**src/sv/dmip_pkg.sv**
```systemverilog
`default_nettype none

package dmip_pkg;

    // Field widths
    localparam int ACT_W     = 2;
    localparam int CNT_W     = 16;
    localparam int DIR_W     = 3;
    localparam int TGT_W     = 14;
    localparam int BUD_IN_W  = 24;
    localparam int BUD_W     = 32;
    localparam int GAIN_W    = 14;
    localparam int ERR_W     = 18;
    localparam int DUTY_W    = 32;
    localparam int OUT_W     = 16;
    localparam int PINS_W    = 4;
    localparam int CFG_IDX_W = 2;

    // Arithmetic widths of one wheel lane
    localparam int SUM_W     = 36;
    localparam int MAG_W     = 33;
    localparam int HALF_W    = 17;
    localparam int PRD_W     = 67;
    localparam int QUO_W     = 24;
    localparam int K_W       = QUO_W + 1;

    // Pipeline registers between the input and the output register
    localparam int STAGES    = 7;

    // Stream word layout
    localparam int S_TDATA_W     = 112;
    localparam int S_CNT_A_LSB   = 0;
    localparam int S_CNT_B_LSB   = 16;
    localparam int S_DIR_LSB     = 32;
    localparam int S_TGT_A_LSB   = 35;
    localparam int S_TGT_B_LSB   = 49;
    localparam int S_BUD_A_LSB   = 63;
    localparam int S_BUD_B_LSB   = 87;

    localparam int M_TDATA_W     = 72;
    localparam int M_DUTY_A_LSB  = 0;
    localparam int M_DUTY_B_LSB  = 16;
    localparam int M_PINS_LSB    = 32;
    localparam int M_SPEED_A_LSB = 36;
    localparam int M_SPEED_B_LSB = 52;
    localparam int M_MOVING_BIT  = 68;
    localparam int M_DONE_BIT    = 69;

    // Action codes
    localparam logic [ACT_W-1:0] ACT_TICK  = 2'd0;
    localparam logic [ACT_W-1:0] ACT_SPEED = 2'd1;
    localparam logic [ACT_W-1:0] ACT_MOVE  = 2'd2;

    // Direction codes
    localparam logic [DIR_W-1:0] DIR_HALT   = 3'd0;
    localparam logic [DIR_W-1:0] DIR_FWD    = 3'd1;
    localparam logic [DIR_W-1:0] DIR_BACK   = 3'd2;
    localparam logic [DIR_W-1:0] DIR_TURN_L = 3'd3;
    localparam logic [DIR_W-1:0] DIR_TURN_R = 3'd4;

    // Bridge pin levels, A1 A2 B1 B2 from the top bit down
    localparam logic [PINS_W-1:0] PINS_STOP  = 4'b1111;
    localparam logic [PINS_W-1:0] PINS_FWD   = 4'b1001;
    localparam logic [PINS_W-1:0] PINS_BACK  = 4'b0110;
    localparam logic [PINS_W-1:0] PINS_LEFT  = 4'b0101;
    localparam logic [PINS_W-1:0] PINS_RIGHT = 4'b1010;

    // Register indexes and reset values
    localparam logic [CFG_IDX_W-1:0] CFG_GAIN_P = 2'd0;
    localparam logic [CFG_IDX_W-1:0] CFG_GAIN_I = 2'd1;
    localparam logic [CFG_IDX_W-1:0] CFG_GAIN_D = 2'd2;
    localparam logic [GAIN_W-1:0] GAIN_P_RST = 14'd400;
    localparam logic [GAIN_W-1:0] GAIN_I_RST = 14'd800;
    localparam logic [GAIN_W-1:0] GAIN_D_RST = 14'd100;

    localparam logic [CNT_W-1:0] FOLD_LIMIT = 16'd10000;
    localparam logic [CNT_W-1:0] CNT_MAX    = 16'hFFFF;
    localparam logic [OUT_W-1:0] DUTY_MAX   = 16'hFFFF;

    // floor(n / 1000) = (n * RECIP) >> RECIP_SHIFT, exact for n below 2^33
    localparam logic [9:0]          DIVISOR     = 10'd1000;
    localparam int                  RECIP_SHIFT = 43;
    localparam logic [33:0]         RECIP       = 34'd8796093023;
    localparam logic [HALF_W-1:0]   RECIP_HI    = RECIP[33:17];
    localparam logic [HALF_W-1:0]   RECIP_LO    = RECIP[16:0];

    typedef struct packed {
        logic signed [ERR_W-1:0] e0;
        logic signed [ERR_W-1:0] e1;
        logic signed [ERR_W-1:0] e2;
    } err_set_t;

    typedef struct packed {
        logic              is_tick;
        logic              stop;
        logic [PINS_W-1:0] pins;
        logic [CNT_W-1:0]  speed_a;
        logic [CNT_W-1:0]  speed_b;
        logic              moving;
        logic              done;
    } side_t;

    typedef struct packed {
        logic p1;
        logic p2;
        logic p3;
        logic p4;
        logic p5;
        logic p6;
        logic p7;
    } stage_ld_t;

endpackage

`default_nettype wire

```
**src/sv/dmip_lane.sv**
```systemverilog
`default_nettype none

module dmip_lane (
    input  logic                            aclk,
    input  dmip_pkg::stage_ld_t             ld,
    input  logic [dmip_pkg::GAIN_W-1:0]     gain_p,
    input  logic [dmip_pkg::GAIN_W-1:0]     gain_i,
    input  logic [dmip_pkg::GAIN_W-1:0]     gain_d,
    input  dmip_pkg::err_set_t              err_in,
    output logic signed [dmip_pkg::K_W-1:0] quo_floor,
    output logic                            rem_nz
);

    localparam int D1_W = dmip_pkg::ERR_W + 1;
    localparam int D2_W = dmip_pkg::ERR_W + 2;
    localparam int G_W  = dmip_pkg::GAIN_W + 1;
    localparam int NH_W = dmip_pkg::MAG_W - dmip_pkg::HALF_W;

    dmip_pkg::err_set_t err_reg;

    logic signed [D1_W-1:0] d1;
    logic signed [D2_W-1:0] d2;
    logic signed [G_W-1:0]  gp_s, gi_s, gd_s;

    logic signed [G_W+D1_W-1:0]           t1_reg, t1_next;
    logic signed [G_W+dmip_pkg::ERR_W-1:0] t2_reg, t2_next;
    logic signed [G_W+D2_W-1:0]           t3_reg, t3_next;

    logic signed [dmip_pkg::SUM_W-1:0] sum_reg, sum_next;
    logic signed [dmip_pkg::SUM_W-1:0] sum_abs;

    logic                        neg4_reg;
    logic [dmip_pkg::MAG_W-1:0]  mag4_reg;

    logic [NH_W-1:0]             mag_hi;
    logic [dmip_pkg::HALF_W-1:0] mag_lo;
    logic [NH_W+dmip_pkg::HALF_W-1:0]           pp_hh_reg, pp_hh_next;
    logic [NH_W+dmip_pkg::HALF_W-1:0]           pp_hl_reg, pp_hl_next;
    logic [2*dmip_pkg::HALF_W-1:0]              pp_lh_reg, pp_lh_next;
    logic [2*dmip_pkg::HALF_W-1:0]              pp_ll_reg, pp_ll_next;
    logic                        neg5_reg;
    logic [dmip_pkg::MAG_W-1:0]  mag5_reg;

    logic [dmip_pkg::PRD_W-1:0]  prod;
    logic [dmip_pkg::QUO_W-1:0]  quo6_reg;
    logic                        neg6_reg;
    logic [dmip_pkg::MAG_W-1:0]  mag6_reg;

    logic [dmip_pkg::MAG_W:0]        back;
    logic                            rnz;
    logic signed [dmip_pkg::K_W-1:0] quo_ext;
    logic signed [dmip_pkg::K_W-1:0] k_next;
    logic signed [dmip_pkg::K_W-1:0] k_reg;
    logic                            rnz_reg;

    assign gp_s = signed'({1'b0, gain_p});
    assign gi_s = signed'({1'b0, gain_i});
    assign gd_s = signed'({1'b0, gain_d});

    // Incremental PID terms on the error history.
    assign d1 = D1_W'(err_reg.e0) - D1_W'(err_reg.e1);
    assign d2 = D2_W'(err_reg.e0) - (D2_W'(err_reg.e1) <<< 1) + D2_W'(err_reg.e2);
    assign t1_next = gp_s * d1;
    assign t2_next = gi_s * err_reg.e0;
    assign t3_next = gd_s * d2;

    assign sum_next = dmip_pkg::SUM_W'(t1_reg) + dmip_pkg::SUM_W'(t2_reg)
                    + dmip_pkg::SUM_W'(t3_reg);

    // With 14-bit gains and errors between -55535 and 16383 the sum stays below 2^33 in magnitude.
    assign sum_abs = sum_reg[dmip_pkg::SUM_W-1] ? -sum_reg : sum_reg;

    // Magnitude times the reciprocal of 1000, split into four partial products.
    assign mag_hi     = mag4_reg[dmip_pkg::MAG_W-1:dmip_pkg::HALF_W];
    assign mag_lo     = mag4_reg[dmip_pkg::HALF_W-1:0];
    assign pp_hh_next = mag_hi * dmip_pkg::RECIP_HI;
    assign pp_hl_next = mag_hi * dmip_pkg::RECIP_LO;
    assign pp_lh_next = mag_lo * dmip_pkg::RECIP_HI;
    assign pp_ll_next = mag_lo * dmip_pkg::RECIP_LO;

    assign prod = (dmip_pkg::PRD_W'(pp_hh_reg) << (2 * dmip_pkg::HALF_W))
                + (dmip_pkg::PRD_W'(pp_hl_reg) << dmip_pkg::HALF_W)
                + (dmip_pkg::PRD_W'(pp_lh_reg) << dmip_pkg::HALF_W)
                + dmip_pkg::PRD_W'(pp_ll_reg);

    // Turn the magnitude quotient into a floor quotient of the signed sum.
    assign back    = (dmip_pkg::MAG_W + 1)'(quo6_reg) * (dmip_pkg::MAG_W + 1)'(dmip_pkg::DIVISOR);
    assign rnz     = (back[dmip_pkg::MAG_W-1:0] != mag6_reg);
    assign quo_ext = signed'({1'b0, quo6_reg});
    assign k_next  = neg6_reg ? -(quo_ext + dmip_pkg::K_W'(rnz)) : quo_ext;

    always_ff @(posedge aclk) begin
        if (ld.p1) begin
            err_reg <= err_in;
        end
        if (ld.p2) begin
            t1_reg <= t1_next;
            t2_reg <= t2_next;
            t3_reg <= t3_next;
        end
        if (ld.p3) begin
            sum_reg <= sum_next;
        end
        if (ld.p4) begin
            neg4_reg <= sum_reg[dmip_pkg::SUM_W-1];
            mag4_reg <= sum_abs[dmip_pkg::MAG_W-1:0];
        end
        if (ld.p5) begin
            pp_hh_reg <= pp_hh_next;
            pp_hl_reg <= pp_hl_next;
            pp_lh_reg <= pp_lh_next;
            pp_ll_reg <= pp_ll_next;
            neg5_reg  <= neg4_reg;
            mag5_reg  <= mag4_reg;
        end
        if (ld.p6) begin
            quo6_reg <= prod[dmip_pkg::PRD_W-1:dmip_pkg::RECIP_SHIFT];
            neg6_reg <= neg5_reg;
            mag6_reg <= mag5_reg;
        end
        if (ld.p7) begin
            k_reg   <= k_next;
            rnz_reg <= rnz;
        end
    end

    assign quo_floor = k_reg;
    assign rem_nz    = rnz_reg;

endmodule

`default_nettype wire

```
**config.mk**
```make
export PLATFORM = sky130hd
export DESIGN_NAME = dmip_lane
export DESIGN_NICKNAME = d
export VERILOG_FILES = /design/src/sv/dmip_pkg.sv /design/src/sv/dmip_lane.sv
export SDC_FILE = /design/constraint.sdc
export NUM_CORES = 2
export LEC_CHECK = 0
export BUFFER_PORTS_ARGS = -buffer_cell sky130_fd_sc_hd__buf_4
export CAP_MARGIN = 5
export CORE_ASPECT_RATIO = 1.25
export CORE_UTILIZATION = 55
export CTS_BUF_LIST = sky130_fd_sc_hd__clkbuf_16
export CTS_CLUSTER_DIAMETER = 30
export DETAILED_ROUTE_END_ITERATION = 8
export PLACE_DENSITY = 0.76
export REMOVE_ABC_BUFFERS = 1
export SLEW_MARGIN = 20
export SYNTH_ARGS = -nofsm -noshare
export SYNTH_HDL_FRONTEND = slang
export SYNTH_SLANG_ARGS = --single-unit
export TNS_END_PERCENT = 5
```
**constraint.sdc**
```tcl
create_clock -name aclk -period 22.6 [get_ports aclk]
set_input_delay 3.39 -clock aclk [delete_from_list [all_inputs] [get_ports aclk]]
set_output_delay 3.39 -clock aclk [all_outputs]
set_load 0.02 [all_outputs]
```
==> metrics.txt <==
commonest non-fill, non-tap cell in the layout=inv_1; grt met1 use=0.295; placed cell count=slightly below 9000; Total Nets Final=9447; Num CTS Buffers=94; Mapped Cells=7071; class of the worst hold path=register to register; Tmin final=between 10000 and 15000 ps; Slew Viols, Final=0; syn_area_per_cell=between 10 and 15 sq um; cell depth of the worst flop-to-flop path=38; multi-input logic area=52400 sq um; Final Hold Fails=0; area leader, netlist=fa_1; DR vias=between 40000 and 50000; CTS resizes=0; register area=roughly 13000 sq um; Critical R2R Launch=err_reg[38]; Final Skew=~33 ps; grt met2 use=0.491; Worst-Margin Slew=approximately 1200 ps; crit-path leading delay family=compound AO/OA/AOI/OAI gates; final std cells w/o fill=between 8000 and 9000; GP Congestion=0.962; synth unique cells=79; post-route ant nets=0; vias in the first global route=54000; WL per Instance=roughly 19 um; Slew headroom=0.210; crit path kind=register to register; Hold Path Cell Cnt=0; Worst R2R Setup Slack=12100 ps; critical path's slowest cell=edfxtp_1; met3 GRT Util=0.0312; Worst setup SP type=register; unrepaired setup endpoints after global routing=no; final setup TNS=0 ps; top cell type's share of synthesized area=0.339; Yosys reg bits=~450; Hold WS=just over 400 ps; outcome=complete, no violations; endpoints failing setup=0; Fillers=10500; Synth area leaders=fa_1 34%, edfxtp_1 19%, ha_1 16%; CP Data Arrival Time=~11000 ps; largest net degree at the start of global routing=80; placed instance area=75400 sq um; synthesized cell area=roughly 72000 sq um; clk buf depth=3; Root Driver=clkbuf_16; slowest stage delay, CP=730 ps; Iteration-0 DRC Markers=2653; Ys Warns=0; hpwl dp=142 mm; Clk pin slew, worst setup/hold paths=approximately 50 ps; Post-synth EDFFs=~450; GRT Util Overall=0.265; maxcap violations=0; nature of the critical path endpoint=register; R2R Path End=t3_reg[34]; Post-CTS Setup Bufs=0; Worst Hold Path EP=mag6_reg[22]; quantity of I/O buffers inserted on ports=between 100 and 150; Most common cell on crit path=inv_1; DRC viols=0; Bufs and invs on worst path=9; H-tree depth=3; clk_lat worst skew=between 600 and 700 ps; fraction of layout cells with a size suffix above 1=0.0543; DRT Wirelength=171 mm; max reg flops=54; sequential-to-total area share from yosys stat=0.186; global-route wire length before repair=approximately 280 mm; grt total ovfl=0; die span in x=approximately 330 um; Tcrit/Tclk final=0.465; Ports=between 100 and 150; fmax=around 95 MHz; CTS tree=done; Starting Density=0.555; vias per inst=5.47; core area=approximately 130000 sq um; crit-path max FO=16; drt pass-1 iters=6; clock sinks=~450; design area=~80000 sq um; Die H=~410 um; # rows=148; area added between synthesis and finish=8.54%; initial antenna violation count=1; Hold Crit Start=mag5_reg[22]; most frequent cells in the layout=1632 x inv_1, 1229 x fa_1, 924 x ha_1; Top Usage Layer GRT=met2; asr flop ratio synth=0; Top FF cell, synth=edfxtp_1; die area=roughly 130000 sq um; Crit path required time=~23000 ps; CTS Hold Buffers Added=0
-- cell usage after synthesis (5+ instances only) --
cell type / n
o21ai_0: 136
a41oi_1: 6
a21oi_1: 232
a31oi_1: 24
nor4_1: 10
xor2_1: 92
edfxtp_1: 448
or4_1: 9
fa_1: 1229
a2111o_1: 5
o211ai_1: 21
o21bai_1: 39
clkbuf_1: 152
inv_1: 1624
a31o_2: 9
nor2_1: 201
a211oi_1: 34
a311oi_1: 5
o311ai_0: 8
and2_1: 401
nand4_1: 18
and3_1: 25
a221oi_1: 11
nor3_1: 70
o21a_1: 53
nand3b_1: 5
xnor2_1: 257
nand2_1: 534
nand2b_1: 61
o41ai_1: 15
a211o_1: 11
ha_1: 924
a21o_1: 119
nand3_1: 62
o31ai_1: 16
o31a_1: 10
or3_1: 20
nor2b_1: 56
mux2_2: 9
mux2i_1: 13
a21boi_0: 8
o2111ai_1: 8
or2_2: 11
-- stage by stage --
stage / worst slack, ps / util
6_report: 12100 / 0.603
5_1_grt: 11420 / 0.603
4_1_cts: 11830 / 0.602
3_5_place_dp: 11910 / 0.578
3_3_place_gp: 12200 / 0.578
2_1_floorplan: 12950 / -
-- how the worst max path moves through the flow --
stage,from,cells after the start,to
after floorplan,err_reg[38],37,t3_reg[34]
after global placement,err_reg[38],32,t3_reg[34]
after detailed placement,err_reg[38],32,t3_reg[34]
after CTS,err_reg[38],32,t3_reg[34]
after global routing,err_reg[38],38,t3_reg[34]
final,err_reg[38],38,t3_reg[34]
-- cell type report --
cell class                 count  share of cell area
inverter                    1624              0.0775
timing repair buffer         179              0.0171
multi-input combinational   4843               0.666
tap                         1725              0.0274
sequential                   448               0.171
clock buffer                  97              0.0309
antenna                        1           0.0000318
clock inverter                78             0.00991
-- logic make-up (layout without fill, tap and decap cells) --
| kind of cell | Yosys count | count (layout) | share of synthesized area |
|---|---|---|---|
| flip-flops | 448 | 448 | 0.186 |
| AO/OA/AOI/OAI | 815 | 815 | 0.0742 |
| other | 0 | 1 | 0 |
| adder cells (fa/ha/maj) | 2153 | 2153 | 0.499 |
| buffers and inverters | 1780 | 1978 | 0.0923 |
| AND/OR/NAND/NOR | 1502 | 1502 | 0.103 |
| multiplexers | 23 | 23 | 0.00350 |
| XOR/XNOR | 350 | 350 | 0.0425 |
-- routing by layer --
metal  wire length [um]  vias to the layer above
met5                 11                        -
met4              10600                        2
met3               7300                      429
met2              90900                     1315
met1              61900                    24800
li1                   -                    22700
-- worst reg2reg max path: cells and delay by family, from the launching register on --
family | cells | cell delay [ps]
AO/OA/AOI/OAI | 16 | 4280
AND/OR/NAND/NOR | 2 | 260
multiplexers | 1 | 130
flip-flops | 1 | 730
XOR/XNOR | 1 | 110
buffers and inverters | 9 | 740
adder cells (fa/ha/maj) | 9 | 3970
Power is left out: the tool's default activity adds up to more than one toggle a clock period on the data nets, which glitch-free logic cannot reach.
