$ cat src/sv/dmip_pkg.sv
`default_nettype none

package dmip_pkg;

    // Field widths
    localparam int ACT_W     = 2;
    localparam int CNT_W     = 16;
    localparam int DIR_W     = 3;
    localparam int TGT_W     = 14;
    localparam int BUD_IN_W  = 24;
    localparam int BUD_W     = 32;
    localparam int GAIN_W    = 14;
    localparam int ERR_W     = 18;
    localparam int DUTY_W    = 32;
    localparam int OUT_W     = 16;
    localparam int PINS_W    = 4;
    localparam int CFG_IDX_W = 2;

    // Arithmetic widths of one wheel lane
    localparam int SUM_W     = 36;
    localparam int MAG_W     = 33;
    localparam int HALF_W    = 17;
    localparam int PRD_W     = 67;
    localparam int QUO_W     = 24;
    localparam int K_W       = QUO_W + 1;

    // Pipeline registers between the input and the output register
    localparam int STAGES    = 7;

    // Stream word layout
    localparam int S_TDATA_W     = 112;
    localparam int S_CNT_A_LSB   = 0;
    localparam int S_CNT_B_LSB   = 16;
    localparam int S_DIR_LSB     = 32;
    localparam int S_TGT_A_LSB   = 35;
    localparam int S_TGT_B_LSB   = 49;
    localparam int S_BUD_A_LSB   = 63;
    localparam int S_BUD_B_LSB   = 87;

    localparam int M_TDATA_W     = 72;
    localparam int M_DUTY_A_LSB  = 0;
    localparam int M_DUTY_B_LSB  = 16;
    localparam int M_PINS_LSB    = 32;
    localparam int M_SPEED_A_LSB = 36;
    localparam int M_SPEED_B_LSB = 52;
    localparam int M_MOVING_BIT  = 68;
    localparam int M_DONE_BIT    = 69;

    // Action codes
    localparam logic [ACT_W-1:0] ACT_TICK  = 2'd0;
    localparam logic [ACT_W-1:0] ACT_SPEED = 2'd1;
    localparam logic [ACT_W-1:0] ACT_MOVE  = 2'd2;

    // Direction codes
    localparam logic [DIR_W-1:0] DIR_HALT   = 3'd0;
    localparam logic [DIR_W-1:0] DIR_FWD    = 3'd1;
    localparam logic [DIR_W-1:0] DIR_BACK   = 3'd2;
    localparam logic [DIR_W-1:0] DIR_TURN_L = 3'd3;
    localparam logic [DIR_W-1:0] DIR_TURN_R = 3'd4;

    // Bridge pin levels, A1 A2 B1 B2 from the top bit down
    localparam logic [PINS_W-1:0] PINS_STOP  = 4'b1111;
    localparam logic [PINS_W-1:0] PINS_FWD   = 4'b1001;
    localparam logic [PINS_W-1:0] PINS_BACK  = 4'b0110;
    localparam logic [PINS_W-1:0] PINS_LEFT  = 4'b0101;
    localparam logic [PINS_W-1:0] PINS_RIGHT = 4'b1010;

    // Register indexes and reset values
    localparam logic [CFG_IDX_W-1:0] CFG_GAIN_P = 2'd0;
    localparam logic [CFG_IDX_W-1:0] CFG_GAIN_I = 2'd1;
    localparam logic [CFG_IDX_W-1:0] CFG_GAIN_D = 2'd2;
    localparam logic [GAIN_W-1:0] GAIN_P_RST = 14'd400;
    localparam logic [GAIN_W-1:0] GAIN_I_RST = 14'd800;
    localparam logic [GAIN_W-1:0] GAIN_D_RST = 14'd100;

    localparam logic [CNT_W-1:0] FOLD_LIMIT = 16'd10000;
    localparam logic [CNT_W-1:0] CNT_MAX    = 16'hFFFF;
    localparam logic [OUT_W-1:0] DUTY_MAX   = 16'hFFFF;

    // floor(n / 1000) = (n * RECIP) >> RECIP_SHIFT, exact for n below 2^33
    localparam logic [9:0]          DIVISOR     = 10'd1000;
    localparam int                  RECIP_SHIFT = 43;
    localparam logic [33:0]         RECIP       = 34'd8796093023;
    localparam logic [HALF_W-1:0]   RECIP_HI    = RECIP[33:17];
    localparam logic [HALF_W-1:0]   RECIP_LO    = RECIP[16:0];

    typedef struct packed {
        logic signed [ERR_W-1:0] e0;
        logic signed [ERR_W-1:0] e1;
        logic signed [ERR_W-1:0] e2;
    } err_set_t;

    typedef struct packed {
        logic              is_tick;
        logic              stop;
        logic [PINS_W-1:0] pins;
        logic [CNT_W-1:0]  speed_a;
        logic [CNT_W-1:0]  speed_b;
        logic              moving;
        logic              done;
    } side_t;

    typedef struct packed {
        logic p1;
        logic p2;
        logic p3;
        logic p4;
        logic p5;
        logic p6;
        logic p7;
    } stage_ld_t;

endpackage

`default_nettype wire

$ cat src/sv/dmip_ctrl.sv
`default_nettype none

module dmip_ctrl (
    input  logic                          aclk,
    input  logic                          aresetn,
    input  logic                          accept,
    input  logic [dmip_pkg::ACT_W-1:0]    action,
    input  logic [dmip_pkg::CNT_W-1:0]    count_a,
    input  logic [dmip_pkg::CNT_W-1:0]    count_b,
    input  logic [dmip_pkg::DIR_W-1:0]    direction,
    input  logic [dmip_pkg::TGT_W-1:0]    target_a,
    input  logic [dmip_pkg::TGT_W-1:0]    target_b,
    input  logic [dmip_pkg::BUD_IN_W-1:0] budget_a,
    input  logic [dmip_pkg::BUD_IN_W-1:0] budget_b,
    output dmip_pkg::err_set_t            err_a,
    output dmip_pkg::err_set_t            err_b,
    output dmip_pkg::side_t               side
);

    logic [dmip_pkg::TGT_W-1:0]        tgt_a_reg, tgt_a_next;
    logic [dmip_pkg::TGT_W-1:0]        tgt_b_reg, tgt_b_next;
    logic signed [dmip_pkg::BUD_W-1:0] bud_a_reg, bud_a_next;
    logic signed [dmip_pkg::BUD_W-1:0] bud_b_reg, bud_b_next;
    logic [dmip_pkg::DIR_W-1:0]        dir_reg, dir_next;
    logic                              move_reg, move_next;
    dmip_pkg::err_set_t                hist_a_reg, hist_a_next;
    dmip_pkg::err_set_t                hist_b_reg, hist_b_next;
    logic [dmip_pkg::CNT_W-1:0]        spd_a, spd_b;
    logic                              done;
    logic                              stop;
    logic                              tick;

    function automatic logic [dmip_pkg::PINS_W-1:0] pins_of(
        input logic [dmip_pkg::DIR_W-1:0] d
    );
        logic [dmip_pkg::PINS_W-1:0] p;
        unique case (d)
            dmip_pkg::DIR_FWD:    p = dmip_pkg::PINS_FWD;
            dmip_pkg::DIR_BACK:   p = dmip_pkg::PINS_BACK;
            dmip_pkg::DIR_TURN_L: p = dmip_pkg::PINS_LEFT;
            dmip_pkg::DIR_TURN_R: p = dmip_pkg::PINS_RIGHT;
            default:              p = dmip_pkg::PINS_STOP;
        endcase
        return p;
    endfunction

    // Counts at or above the limit are taken as a reverse-running encoder.
    function automatic logic [dmip_pkg::CNT_W-1:0] fold(
        input logic [dmip_pkg::CNT_W-1:0] c
    );
        return (c < dmip_pkg::FOLD_LIMIT) ? c : dmip_pkg::CNT_MAX - c;
    endfunction

    function automatic logic signed [dmip_pkg::BUD_W-1:0] sub_sat(
        input logic signed [dmip_pkg::BUD_W-1:0] b,
        input logic [dmip_pkg::CNT_W-1:0]        s
    );
        logic signed [dmip_pkg::BUD_W:0] r;
        r = {b[dmip_pkg::BUD_W-1], b}
            - {{(dmip_pkg::BUD_W + 1 - dmip_pkg::CNT_W){1'b0}}, s};
        // The difference can only leave the range at the negative end.
        if (r[dmip_pkg::BUD_W] != r[dmip_pkg::BUD_W-1]) begin
            return {1'b1, {(dmip_pkg::BUD_W - 1){1'b0}}};
        end
        return r[dmip_pkg::BUD_W-1:0];
    endfunction

    function automatic logic signed [dmip_pkg::ERR_W-1:0] err_of(
        input logic [dmip_pkg::TGT_W-1:0] t,
        input logic [dmip_pkg::CNT_W-1:0] s
    );
        return signed'({{(dmip_pkg::ERR_W - dmip_pkg::TGT_W){1'b0}}, t})
             - signed'({{(dmip_pkg::ERR_W - dmip_pkg::CNT_W){1'b0}}, s});
    endfunction

    always_comb begin
        tgt_a_next  = tgt_a_reg;
        tgt_b_next  = tgt_b_reg;
        bud_a_next  = bud_a_reg;
        bud_b_next  = bud_b_reg;
        dir_next    = dir_reg;
        move_next   = move_reg;
        hist_a_next = hist_a_reg;
        hist_b_next = hist_b_reg;
        done        = 1'b0;
        stop        = 1'b0;
        tick        = 1'b0;
        spd_a       = fold(count_a);
        spd_b       = fold(count_b);

        unique case (action)
            dmip_pkg::ACT_SPEED, dmip_pkg::ACT_MOVE: begin
                dir_next   = direction;
                tgt_a_next = target_a;
                tgt_b_next = target_b;
                if (action == dmip_pkg::ACT_MOVE) begin
                    bud_a_next = signed'({{(dmip_pkg::BUD_W - dmip_pkg::BUD_IN_W){1'b0}},
                                          budget_a});
                    bud_b_next = signed'({{(dmip_pkg::BUD_W - dmip_pkg::BUD_IN_W){1'b0}},
                                          budget_b});
                    move_next  = 1'b1;
                end
            end
            dmip_pkg::ACT_TICK: begin
                tick = 1'b1;
                // Wheel A out of distance drops its target; both out ends the move.
                if (bud_a_reg < 0) begin
                    tgt_a_next = '0;
                    if (bud_b_reg < 0) begin
                        bud_a_next = '0;
                        bud_b_next = '0;
                        tgt_b_next = '0;
                        move_next  = 1'b0;
                        done       = 1'b1;
                        dir_next   = dmip_pkg::DIR_HALT;
                    end
                end
                if (dir_next == dmip_pkg::DIR_HALT) begin
                    tgt_a_next = '0;
                    tgt_b_next = '0;
                    stop       = 1'b1;
                end
                hist_a_next.e0 = err_of(tgt_a_next, spd_a);
                hist_a_next.e1 = hist_a_reg.e0;
                hist_a_next.e2 = hist_a_reg.e1;
                hist_b_next.e0 = err_of(tgt_b_next, spd_b);
                hist_b_next.e1 = hist_b_reg.e0;
                hist_b_next.e2 = hist_b_reg.e1;
                if (move_next) begin
                    bud_a_next = sub_sat(bud_a_next, spd_a);
                    bud_b_next = sub_sat(bud_b_next, spd_b);
                end
            end
            default: begin
            end
        endcase

        side.is_tick = tick;
        side.stop    = stop;
        side.pins    = pins_of(dir_next);
        side.speed_a = tick ? spd_a : '0;
        side.speed_b = tick ? spd_b : '0;
        side.moving  = move_next;
        side.done    = done;
    end

    assign err_a = hist_a_next;
    assign err_b = hist_b_next;

    always_ff @(posedge aclk) begin
        if (!aresetn) begin
            tgt_a_reg  <= '0;
            tgt_b_reg  <= '0;
            bud_a_reg  <= '0;
            bud_b_reg  <= '0;
            dir_reg    <= dmip_pkg::DIR_HALT;
            move_reg   <= 1'b0;
            hist_a_reg <= '0;
            hist_b_reg <= '0;
        end else if (accept) begin
            tgt_a_reg  <= tgt_a_next;
            tgt_b_reg  <= tgt_b_next;
            bud_a_reg  <= bud_a_next;
            bud_b_reg  <= bud_b_next;
            dir_reg    <= dir_next;
            move_reg   <= move_next;
            hist_a_reg <= hist_a_next;
            hist_b_reg <= hist_b_next;
        end
    end

endmodule

`default_nettype wire

$ cat config.mk
export PLATFORM = sky130hd
export DESIGN_NAME = dmip_ctrl
export DESIGN_NICKNAME = d
export VERILOG_FILES = /design/src/sv/dmip_pkg.sv /design/src/sv/dmip_ctrl.sv
export SDC_FILE = /design/constraint.sdc
export NUM_CORES = 1
export LEC_CHECK = 0
export BUFFER_PORTS_ARGS = -buffer_cell sky130_fd_sc_hd__buf_4
export CAP_MARGIN = 10
export CORE_MARGIN = 1
export CORE_UTILIZATION = 61
export CTS_BUF_LIST = sky130_fd_sc_hd__clkbuf_4 sky130_fd_sc_hd__clkbuf_8 sky130_fd_sc_hd__clkbuf_16
export DETAILED_ROUTE_END_ITERATION = 10
export PLACE_DENSITY = 0.87
export SETUP_SLACK_MARGIN = 0.2
export SLEW_MARGIN = 10
export SYNTH_ARGS = -nofsm -noshare
export SYNTH_HDL_FRONTEND = slang
export SYNTH_SLANG_ARGS = --single-unit
$ cat constraint.sdc
create_clock -name aclk -period 10.9 [get_ports aclk]
set_input_delay 1.09 -clock aclk [delete_from_list [all_inputs] [get_ports aclk]]
set_output_delay 1.09 -clock aclk [all_outputs]
set_load 0.03 [all_outputs]
==> flow_summary.ini <==
[status]
status = completed

[setup_path]
reg2reg_depth = 18
end_kind = output port
crit_path_max_incr_delay_ns = 0.53
crit_fanout = 13
cp-startpoint = count_b[6]
slowest_stage = nand3_1
path_cells = buf_4 -> nor3_1 -> a211o_1 -> nand3_1 -> xor2_1 -> inv_1 -> ha_1 -> a21o_1 -> a311o_1 -> maj3_2 -> a221o_1 -> a311oi_1 -> o21ai_0 -> o31ai_1 -> o21ai_0 -> buf_4
required_ns = 9.81
r2r_start = bud_a_reg[31]$_SDFFE_PN0P_
worstSetupPathType = in -> out
r2r_slack_ns = 5.43
arrival_ns = 5.39
startpoint_type = input pin

[logic_synthesis]
synthDistinctLibCells = 82
synth_edf_count = 0
syn_avg_cell_area_um2 = 7.718
yosysMostFrequentCell = nor2_1
synthTopCellsByCount = nor2_1 (306), dfxtp_1 (204), nand2_1 (142)
synth-async-reset-ratio_pct = 0
yosys.area.top_type = dfxtp_1
ys_warn_count = 0
synthCells = 1807
synth_top_area_share_pct = 29.28
synth-seq-cells = 204
syn_area_mm2 = 0.01395
syn-num-nets = 1986
yosysSeqAreaShare_pct = 29.28
ys_top_cells_by_area = dfxtp_1 (29%), nor2_1 (8.2%), mux2_2 (7.5%)
yosys_most_used_dff = dfxtp_1

[timing]
clock.fmax_mhz = 154.3
slew_viol_final = 0
worst_pin_slew_ns = 1.064
whs_ns = 0.4591
setup-violations-final = 0
fin_crit_sh_pct = 59.46
min_period_ns = 6.481
postLayoutSetupSlackWorst_ns = 4.419
slew_headroom_pct = 29.06
skew_ns = 0.01848
rsz0062_at_grt = no
fin_setup_tns_ns = 0
hold_viol = 0

[pwr]
power_density_mw_per_mm2 = 139.7
irDropWorstVdd_mv = 0.1423
leakage_nw = 7.460

[cts]
cts_sinks = 204
tritoncts = built
post_cts_buffers = 0
clock_latency_ns = 0.54
clockBufferDepth = 3
cts.clk_slew.worst_paths_ns = 0.06
cts_hold_buf = 0
cts-buffers-inserted = 23
ctsRootBufferMaster = clkbuf_16
ctsResizeCount = 0
htree_levels = 1

[placement]
dp_hpwl_mm = 34.75
dp_slack_ns = 4.446
gp_congestion = 0.9687
portBuffers = 263
place_inst = 2244
place_area_mm2 = 0.01593

[die]
die_area_mm2 = 0.02347
start_util_pct = 63.13
rows = 54
io_pins = 264
die_x_um = 153.2
coreArea_mm2 = 0.02209
die_height_um = 153.2

[drt]
routed_wl_mm = 48.48
drc = 0
dr.max_layer_used = met4
dr_wl_met3_mm = 4.487
m1WireLength_mm = 18.21
drtIter0Drc = 1415
ant_nets = 0
drtPass1Iterations = 5
vias_per_cell = 6.468
dr_total_vias = 14790
wire_per_inst_um = 21.20
met2WireLength_mm = 22.46

[grt]
antenna_found_initial = 1
overflow = 0
grt_pass1_vias = 14150
grt_pass1_wl_mm = 75.08
grt_max_degree = 98
grtUsageTotal_pct = 39.94

[layout]
layout.nets = 2168
layoutNonFillerInstCount = 2287
fillers = 1679
areaGrowthSynthToFinish_pct = 20.36
register_area_mm2 = 0.004084
multi_input_area_mm2 = 0.009294
drive_gt1_share_pct = 21.98
fin_area_mm2 = 0.01679

[min_path]
whs_path_depth = 2
holdCritPathClass = reg -> reg
holdCritStartpoint = bud_a_reg[4]$_SDFFE_PN0P_

[job]
maxCapViolations = 0
[worst paths after layout]
check                         endpoint
max                          err_b[51]
min          bud_a_reg[4]$_SDFFE_PN0P_
max reg2reg  bud_a_reg[7]$_SDFFE_PN0P_
min reg2reg  bud_a_reg[4]$_SDFFE_PN0P_
[cell type report]
cell class                      instances  area share, %
Sequential cell                       204          24.33
Antenna cell                            1        0.01491
Timing Repair Buffer                  278          12.43
Multi-Input combinational cell       1451          55.36
Tap cell                              280          2.087
Clock inverter                         15          1.386
Clock buffer                           27          3.682
Inverter                               31         0.7081
[metal layers]
layer,GRT usage (%),vias to the layer above
met1,46.96,6936
li1,-,6861
met2,65.82,801
met4,26.60,0
met3,8.279,194
met5,0,-
[kinds of logic (layout without fill, tap and decap cells)]
kind of cell | Yosys count | count (layout) | synth area share (%)
AND/OR/NAND/NOR | 726 | 726 | 23.62
AO/OA/AOI/OAI | 452 | 452 | 21.84
flip-flops | 204 | 204 | 29.28
buffers and inverters | 152 | 351 | 4.225
multiplexers | 124 | 124 | 9.734
XOR/XNOR | 83 | 83 | 5.212
adder cells (fa/ha/maj) | 66 | 66 | 6.091
other | 0 | 1 | 0
[layout by cell type (no fill, tap or decap), types with 6 or more instances in the layout]
cell type  count
nor2_1       306
buf_4        278
dfxtp_1      204
nand2_1      141
a21oi_1      120
mux2_2        93
nor3_1        86
o21ai_0       83
ha_1          58
xnor2_1       55
and3_1        47
a22oi_1       38
and2_1        37
nand3_1       35
mux2i_1       31
a21o_1        28
inv_1         28
xor2_1        28
clkbuf_16     23
o211ai_1      21
a31oi_1       20
nor4_1        16
nand2b_1      15
a211oi_1      13
o31ai_1       12
a221oi_1      12
o22ai_1       10
o21a_1         9
or3_1          9
o2bb2ai_1      7
nand4_1        7
o221ai_1       7
clkinv_2       7
nor2b_1        6
bufinv_16      6
[worst max-delay path, delay by kind of cell]
kind,cells,cell delay [ns]
AO/OA/AOI/OAI,8,1.87
XOR/XNOR,1,0.45
adder cells (fa/ha/maj),2,0.66
buffers and inverters,3,0.50
AND/OR/NAND/NOR,2,0.82
[where the power goes]
part | total (mW) | switching [mW] | internal [mW]
combinational | 0.645 | 0.403 | 0.242
clock | 0.892 | 0.343 | 0.549
sequential | 0.808 | 0.0270 | 0.781
total | 2.34 | 0.773 | 1.57
[per-stage QoR]
step	util, %	power [mW]
3_3_place_gp	72.12	1.436
3_5_place_dp	72.12	1.449
6_report	75.98	2.345
2_1_floorplan	-	1.237
5_1_grt	75.98	2.416
4_1_cts	75.97	2.331
No activity file was read; power rests on OpenSTA's default activity.
